File: src/sv/mst_pkg.sv
// Shared types, codes and defaults for the minimum spanning tree core.
package mst_pkg;

   localparam int MAX_VERTICES_DEF = 32;
   localparam int WEIGHT_BITS_DEF  = 16;
   localparam int TOTAL_BITS       = 21;
   localparam logic [TOTAL_BITS-1:0] TOTAL_MAX = {TOTAL_BITS{1'b1}};

   localparam logic CMD_LOAD = 1'b0;
   localparam logic CMD_RUN  = 1'b1;

   localparam logic CSR_VERTEX_COUNT = 1'b0;
   localparam logic CSR_START_VERTEX = 1'b1;

   typedef struct packed {
      logic        command;
      logic [4:0]  row;
      logic [4:0]  col;
      logic [15:0] weight;
      logic        no_edge;
   } req_type;

   typedef struct packed {
      logic                  is_edge;
      logic [4:0]            edge_vertex;
      logic [4:0]            edge_partner;
      logic [TOTAL_BITS-1:0] total_cost;
      logic [4:0]            edge_count;
      logic                  last;
   } rsp_type;

   typedef struct packed {
      logic load_en;
      logic run_start;
      logic pass_start;
      logic emit_edge;
      logic emit_sum;
   } cmd_type;

   typedef struct packed {
      logic pass_done;
      logic found;
      logic rounds_done;
      logic out_free;
   } status_type;

   typedef enum logic [3:0] {
      ST_IDLE   = 4'b0001,
      ST_PASS   = 4'b0010,
      ST_DECIDE = 4'b0100,
      ST_SUM    = 4'b1000
   } state_type;

endpackage

File: src/sv/mst_ctrl.sv
// Sequencer for loads, scan passes, edge emission and the run summary.
module mst_ctrl (
   input  logic                clock,
   input  logic                reset,
   input  logic                req_valid,
   input  logic                req_command,
   output logic                req_stall,
   input  mst_pkg::status_type stat,
   output mst_pkg::cmd_type    cmd
);

   mst_pkg::state_type state_ff, state_in;

   always_comb begin
      state_in  = state_ff;
      cmd       = '0;
      req_stall = 1'b1;
      unique case (state_ff)
         mst_pkg::ST_IDLE: begin
            req_stall = 1'b0;
            if (req_valid) begin
               if (req_command == mst_pkg::CMD_RUN) begin
                  cmd.run_start = 1'b1;
                  state_in      = mst_pkg::ST_PASS;
               end else begin
                  cmd.load_en = 1'b1;
               end
            end
         end
         mst_pkg::ST_PASS: begin
            if (stat.pass_done) begin
               state_in = mst_pkg::ST_DECIDE;
            end
         end
         mst_pkg::ST_DECIDE: begin
            if (stat.rounds_done || !stat.found) begin
               state_in = mst_pkg::ST_SUM;
            end else if (stat.out_free) begin
               cmd.emit_edge  = 1'b1;
               cmd.pass_start = 1'b1;
               state_in       = mst_pkg::ST_PASS;
            end
         end
         mst_pkg::ST_SUM: begin
            if (stat.out_free) begin
               cmd.emit_sum = 1'b1;
               state_in     = mst_pkg::ST_IDLE;
            end
         end
         default: begin
            state_in = mst_pkg::ST_IDLE;
         end
      endcase
   end

   always_ff @(posedge clock) begin
      if (reset) begin
         state_ff <= mst_pkg::ST_IDLE;
      end else begin
         state_ff <= state_in;
      end
   end

endmodule

File: config.mk
export PLATFORM = sky130hd
export DESIGN_NAME = mst_ctrl
export DESIGN_NICKNAME = d
export VERILOG_FILES = /design/src/sv/mst_pkg.sv /design/src/sv/mst_ctrl.sv
export SDC_FILE = /design/constraint.sdc
export NUM_CORES = 1
export LEC_CHECK = 0
export BUFFER_PORTS_ARGS = -buffer_cell sky130_fd_sc_hd__buf_2
export CELL_PAD_IN_SITES_DETAIL_PLACEMENT = 1
export CELL_PAD_IN_SITES_GLOBAL_PLACEMENT = 2
export CORE_MARGIN = 4
export CORE_UTILIZATION = 22
export CTS_CLUSTER_DIAMETER = 80
export DETAILED_ROUTE_END_ITERATION = 8
export PLACE_DENSITY = 0.75
export REMOVE_ABC_BUFFERS = 1
export SYNTH_ARGS = -nofsm -noshare
export SYNTH_HDL_FRONTEND = slang
export SYNTH_SLANG_ARGS = --single-unit
File: constraint.sdc
create_clock -name clock -period 1.9 [get_ports clock]
set_input_delay 0.19 -clock clock [delete_from_list [all_inputs] [get_ports clock]]
set_output_delay 0.19 -clock clock [all_outputs]
set_load 0.05 [all_outputs]
# --- Word-level counts from Yosys, hierarchy flattened ---
# Index checks and enable logic that the tools add are counted.
word_totals:
  ff_bits: 4
  out_inout_bits: 6
classes:
  eq_ne: 9
  mux: 17
  n_reduce_logical: 3
ops:
  columns: ["op", "n"]
  rows:
  - ["$mux W4", 6]
  - ["$pmux W4 S4", 1]
  - ["$mux W2", 5]
  - ["$ne A2 B2 Y1 const B", 4]
  - ["$mux W1", 5]
  - ["$reduce_and A5 Y1", 1]
  - ["$eq A4 B1 Y1 const B", 1]
  - ["$eq A4 B2 Y1 const B", 1]
  - ["$eq A4 B3 Y1 const B", 1]
  - ["$eq A4 B4 Y1 const B", 1]
  - ["$ne A3 B3 Y1 const B", 1]
  - ["$logic_not A1 Y1", 1]
  - ["$logic_or A1 B1 Y1", 1]

# --- Depth between registers and ports, before layout ---
depth:
  word_depth: 4
  ltp_mapped: 4
  depth_no_buf: 4

# --- Worst setup path after synthesis ---
# OpenSTA, ideal clock, no wires.
synth_timing:
  path_type: "register -> output"
  from: "register state_ff[2]"
  to: "output cmd[2] (netlist name)"
  arrival_time_ns: 1.743
  required_time_ns: 1.710
  slack_ns: -0.033
  stages_incl_launch_ff: 5
  n_path_buf: 1
  cell_sequence: "dfxtp_1 or4b_1 nor2b_1 and2_1 buf_4"
synth_lines:
  columns: ["element", "line", "text"]
  rows:
  - ["start: declaration", "mst_ctrl.sv:12", "mst_pkg::state_type state_ff, state_in;"]
  - ["start signal: assignment", "mst_ctrl.sv:58", "state_ff <= mst_pkg::ST_IDLE;"]
  - ["start signal: assignment", "mst_ctrl.sv:60", "state_ff <= state_in;"]
  - ["end: declaration", "mst_ctrl.sv:9", "output mst_pkg::cmd_type cmd"]

==> results by group <==
Yosys
  – Post-synthesis sequential area ratio: 26.0%
  – Synth top area cells: dfxtp_1, or4b_1, nor2b_1
  – Syn Area/Cell: ~8.3 um^2
  – Yosys warns: 0
  – Post-Syn Area: 308 um^2
  – Number of synthesized flops with an enable pin: 0
  – Async S/R FF share, synth: 0%
  – Count of unique library cells instantiated by Yosys: 24
  – Yosys reg bits: 4
  – Synth cell count leaders: dfxtp_1, nand2_1, nor2b_1
  – Main synth FF type: dfxtp_1
  – Largest area contributor in the netlist: dfxtp_1
  – Syn Inst Count: 37
  – Yosys top cell area share: 26.0%

Detailed routing
  – DR WL/cell: 13.5 um
  – Post-DR vias/cell: 4.96
  – Drc violations: 0
  – DRT Wirelength: a little over 900 um
  – DRT iter0 DRCs: 3
  – Total number of vias: 337
  – DRT Pass-1 Iters: 3
  – Antenna-violating nets left: 0

CTS
  – Worst skew pair latency: 0.23 ns
  – CTS tree: built
  – CTS H-tree lvls: 1
  – CTS sink count: 4
  – CTS Buffer Depth: 2
  – Clock Root Buffer: clkbuf_4
  – CTS buffer count: 3
  – CTS clock-pin slew for the worst setup and hold paths: 0.04 ns

Timing
  – Slew HR: 80.8%
  – Clock skew: 0.00583 ns
  – Highest Clock Rate: 540 MHz
  – Least-Margin Pin Slew: 0.285 ns
  – Period utilization: between 90 and 100%
  – Final Hold Fails: 0
  – Final worst path period need: 1.85 ns
  – Final-report setup violation count: 0
  – Max-slew violation count: 0

Critical path
  – CP Cell Sequence: or4b_4 > nor2b_2 > and2_4 > buf_6
  – CP Capture Type: output pin
  – Worst EP required: between 1.5 and 2 ns
  – Critical path launch point type: flop
  – R2R cell count: 4
  – Worst path bufs/invs: 1
  – CP Launch Point: state_ff[3]
  – Worst setup path endpoint: cmd[1]
  – CP Depth: 4
  – Worst setup path class: flop to output pin
  – Flop2flop setup slack: approximately 0.090 ns
  – R2r endpoint: state_ff[2]
  – Max FO, Critical Path: 6
  – CP max stage cell: or4b_4
  – Arrival time worst endpoint: roughly 1.7 ns
  – Slowest stage delay, CP: 0.56 ns
  – CP top delay family: simple AND/OR/NAND/NOR gates
  – Worst r2r src: state_ff[1]

Run status
  – Status: finished, final reports clean

Place
  – Final HPWL from detailed placement: about 700 um
  – Port Buffer Count: 13
  – Placed cell areas: 392 um^2
  – GP Congestion: 0.807

Die
  – Std-Cell Rows: 13
  – Boundary Pins: 14
  – Die width: 45.4 um
  – Initial Util: a little under a quarter
  – Die span in y: approximately 45 um
  – Core Box Area: approximately 0.0013 mm^2
  – Full die area: 0.00206 mm^2

Final layout
  – Reg with most FFs: state_ff
  – Final Instance Area: roughly 450 um^2
  – Final Core Density: between 30% and 40%
  – Share of layout cells above drive strength 1: 45.3%
  – Fillers: between 150 and 200
  – # diodes: 0
  – Largest regs: state_ff (4)
  – Area growth syn-to-layout: 44.7%
  – Fin nets: 63
  – Number of flip-flops in the largest register: 4

Power
  – Peak VDD IR: about 0.30 mV
  – Pwr/cell area: 1160 mW/mm^2
  – P_leak: 0.206 nW

Global routing
  – GR Util All Layers: 9.38%
  – Congestion Overflow GR: 0
  – Vias in the first global route: 331
  – Initial antenna violation count: 0
  – Pin count of the biggest net entering global routing: 9
  – Global-route wire length before repair: 1380 um

Job
  – Max_cap viols: 0

Min path
  – Worst min-delay path class: input port to flop
  – Hold Path Cell Cnt: 2
timing repair:
| action | CTS | global route |
|---|---|---|
| setup buffers | 0 | 0 |
| endpoints found under the hold margin | 0 | 0 |
| endpoints found under the setup margin | 2 | 4 |
| hold buffers | 0 | 0 |
| resized for setup | 4 | 5 |
| pin swaps | 0 | 0 |
| gates cloned | 0 | 0 |
worst register-to-register path, delay by kind of cell (launching register included):
kind | cells | cell delay (ns)
simple gates | 3 | 0.92
flops | 1 | 0.47
mux | 1 | 0.29
worst min-delay path by stage:
stage | slack (ns) | to | startpoint
4_1_cts | 0.19 | state_ff[1] | reset
3_5_place_dp | 0.44 | state_ff[1] | reset
3_3_place_gp | 0.44 | state_ff[1] | reset
5_1_grt | 0.21 | state_ff[1] | reset
6_report | 0.20 | state_ff[1] | reset
2_1_floorplan | 0.26 | state_ff[1] | reset
cells by family (layout without fill, tap and decap cells):
kind of cell,Yosys count,in the layout,share of synthesized area (%)
xor gates and xnor gates,1,1,2.85
muxes,1,1,4.88
buffers and inverters,3,19,4.88
and+or+nand+nor,21,21,45.5
DFF,4,4,26.0
AOI/OAI and AO/OA,7,7,15.9
area by class of cell:
| class | count | area, um^2 | share of cell area [%] |
|---|---|---|---|
| Tap cell | 15 | 18.8 | 4.21 |
| Sequential cell | 4 | 81.3 | 18.3 |
| Clock buffer | 3 | 22.5 | 5.06 |
| Timing Repair Buffer | 14 | 85.1 | 19.1 |
| Multi-Input combinational cell | 30 | 230 | 51.7 |
| Inverter | 2 | 7.51 | 1.69 |
routing by layer:
metal | wire [um] | global-route usage, % | vias up
li1 | - | - | 169
met1 | 359 | 10.5 | 160
met2 | 498 | 15.6 | 8
met3 | 60 | 5.14 | 0
met4 | 0 | 1.75 | 0
met5 | 0 | 0 | -
metrics by stage:
stage	hold WS [ns]	setup slack, ns	std cells	setup TNS, ns	power [mW]
CTS	0.193	0.0211	68	0	0.511
finish	0.200	0.0496	68	0	0.519
floorplan	0.259	-0.0521	36	-0.104	0.324
detailed placement	0.443	0.146	65	0	0.401
global route	0.211	-0.0131	68	-0.0223	0.554
global placement	0.438	0.138	65	0	0.398
cells in the final DEF (no fill, tap or decap), types with 2 or more instances in the layout:
master and instances:
nand2_1 4, dfxtp_1 3, inv_1 2, buf_6 2, o21ai_0 2, nor3_1 2
clkbuf_4 3, nor2_1 2, buf_2 11, nor2b_1 2
power breakdown:
part	total, mW	switching, mW	internal (mW)
logic	0.274	0.155	0.119
clock network	0.106	0.0349	0.0707
registers	0.140	0.0371	0.102
total	0.519	0.227	0.292
No activity file was read; power rests on OpenSTA's default activity.
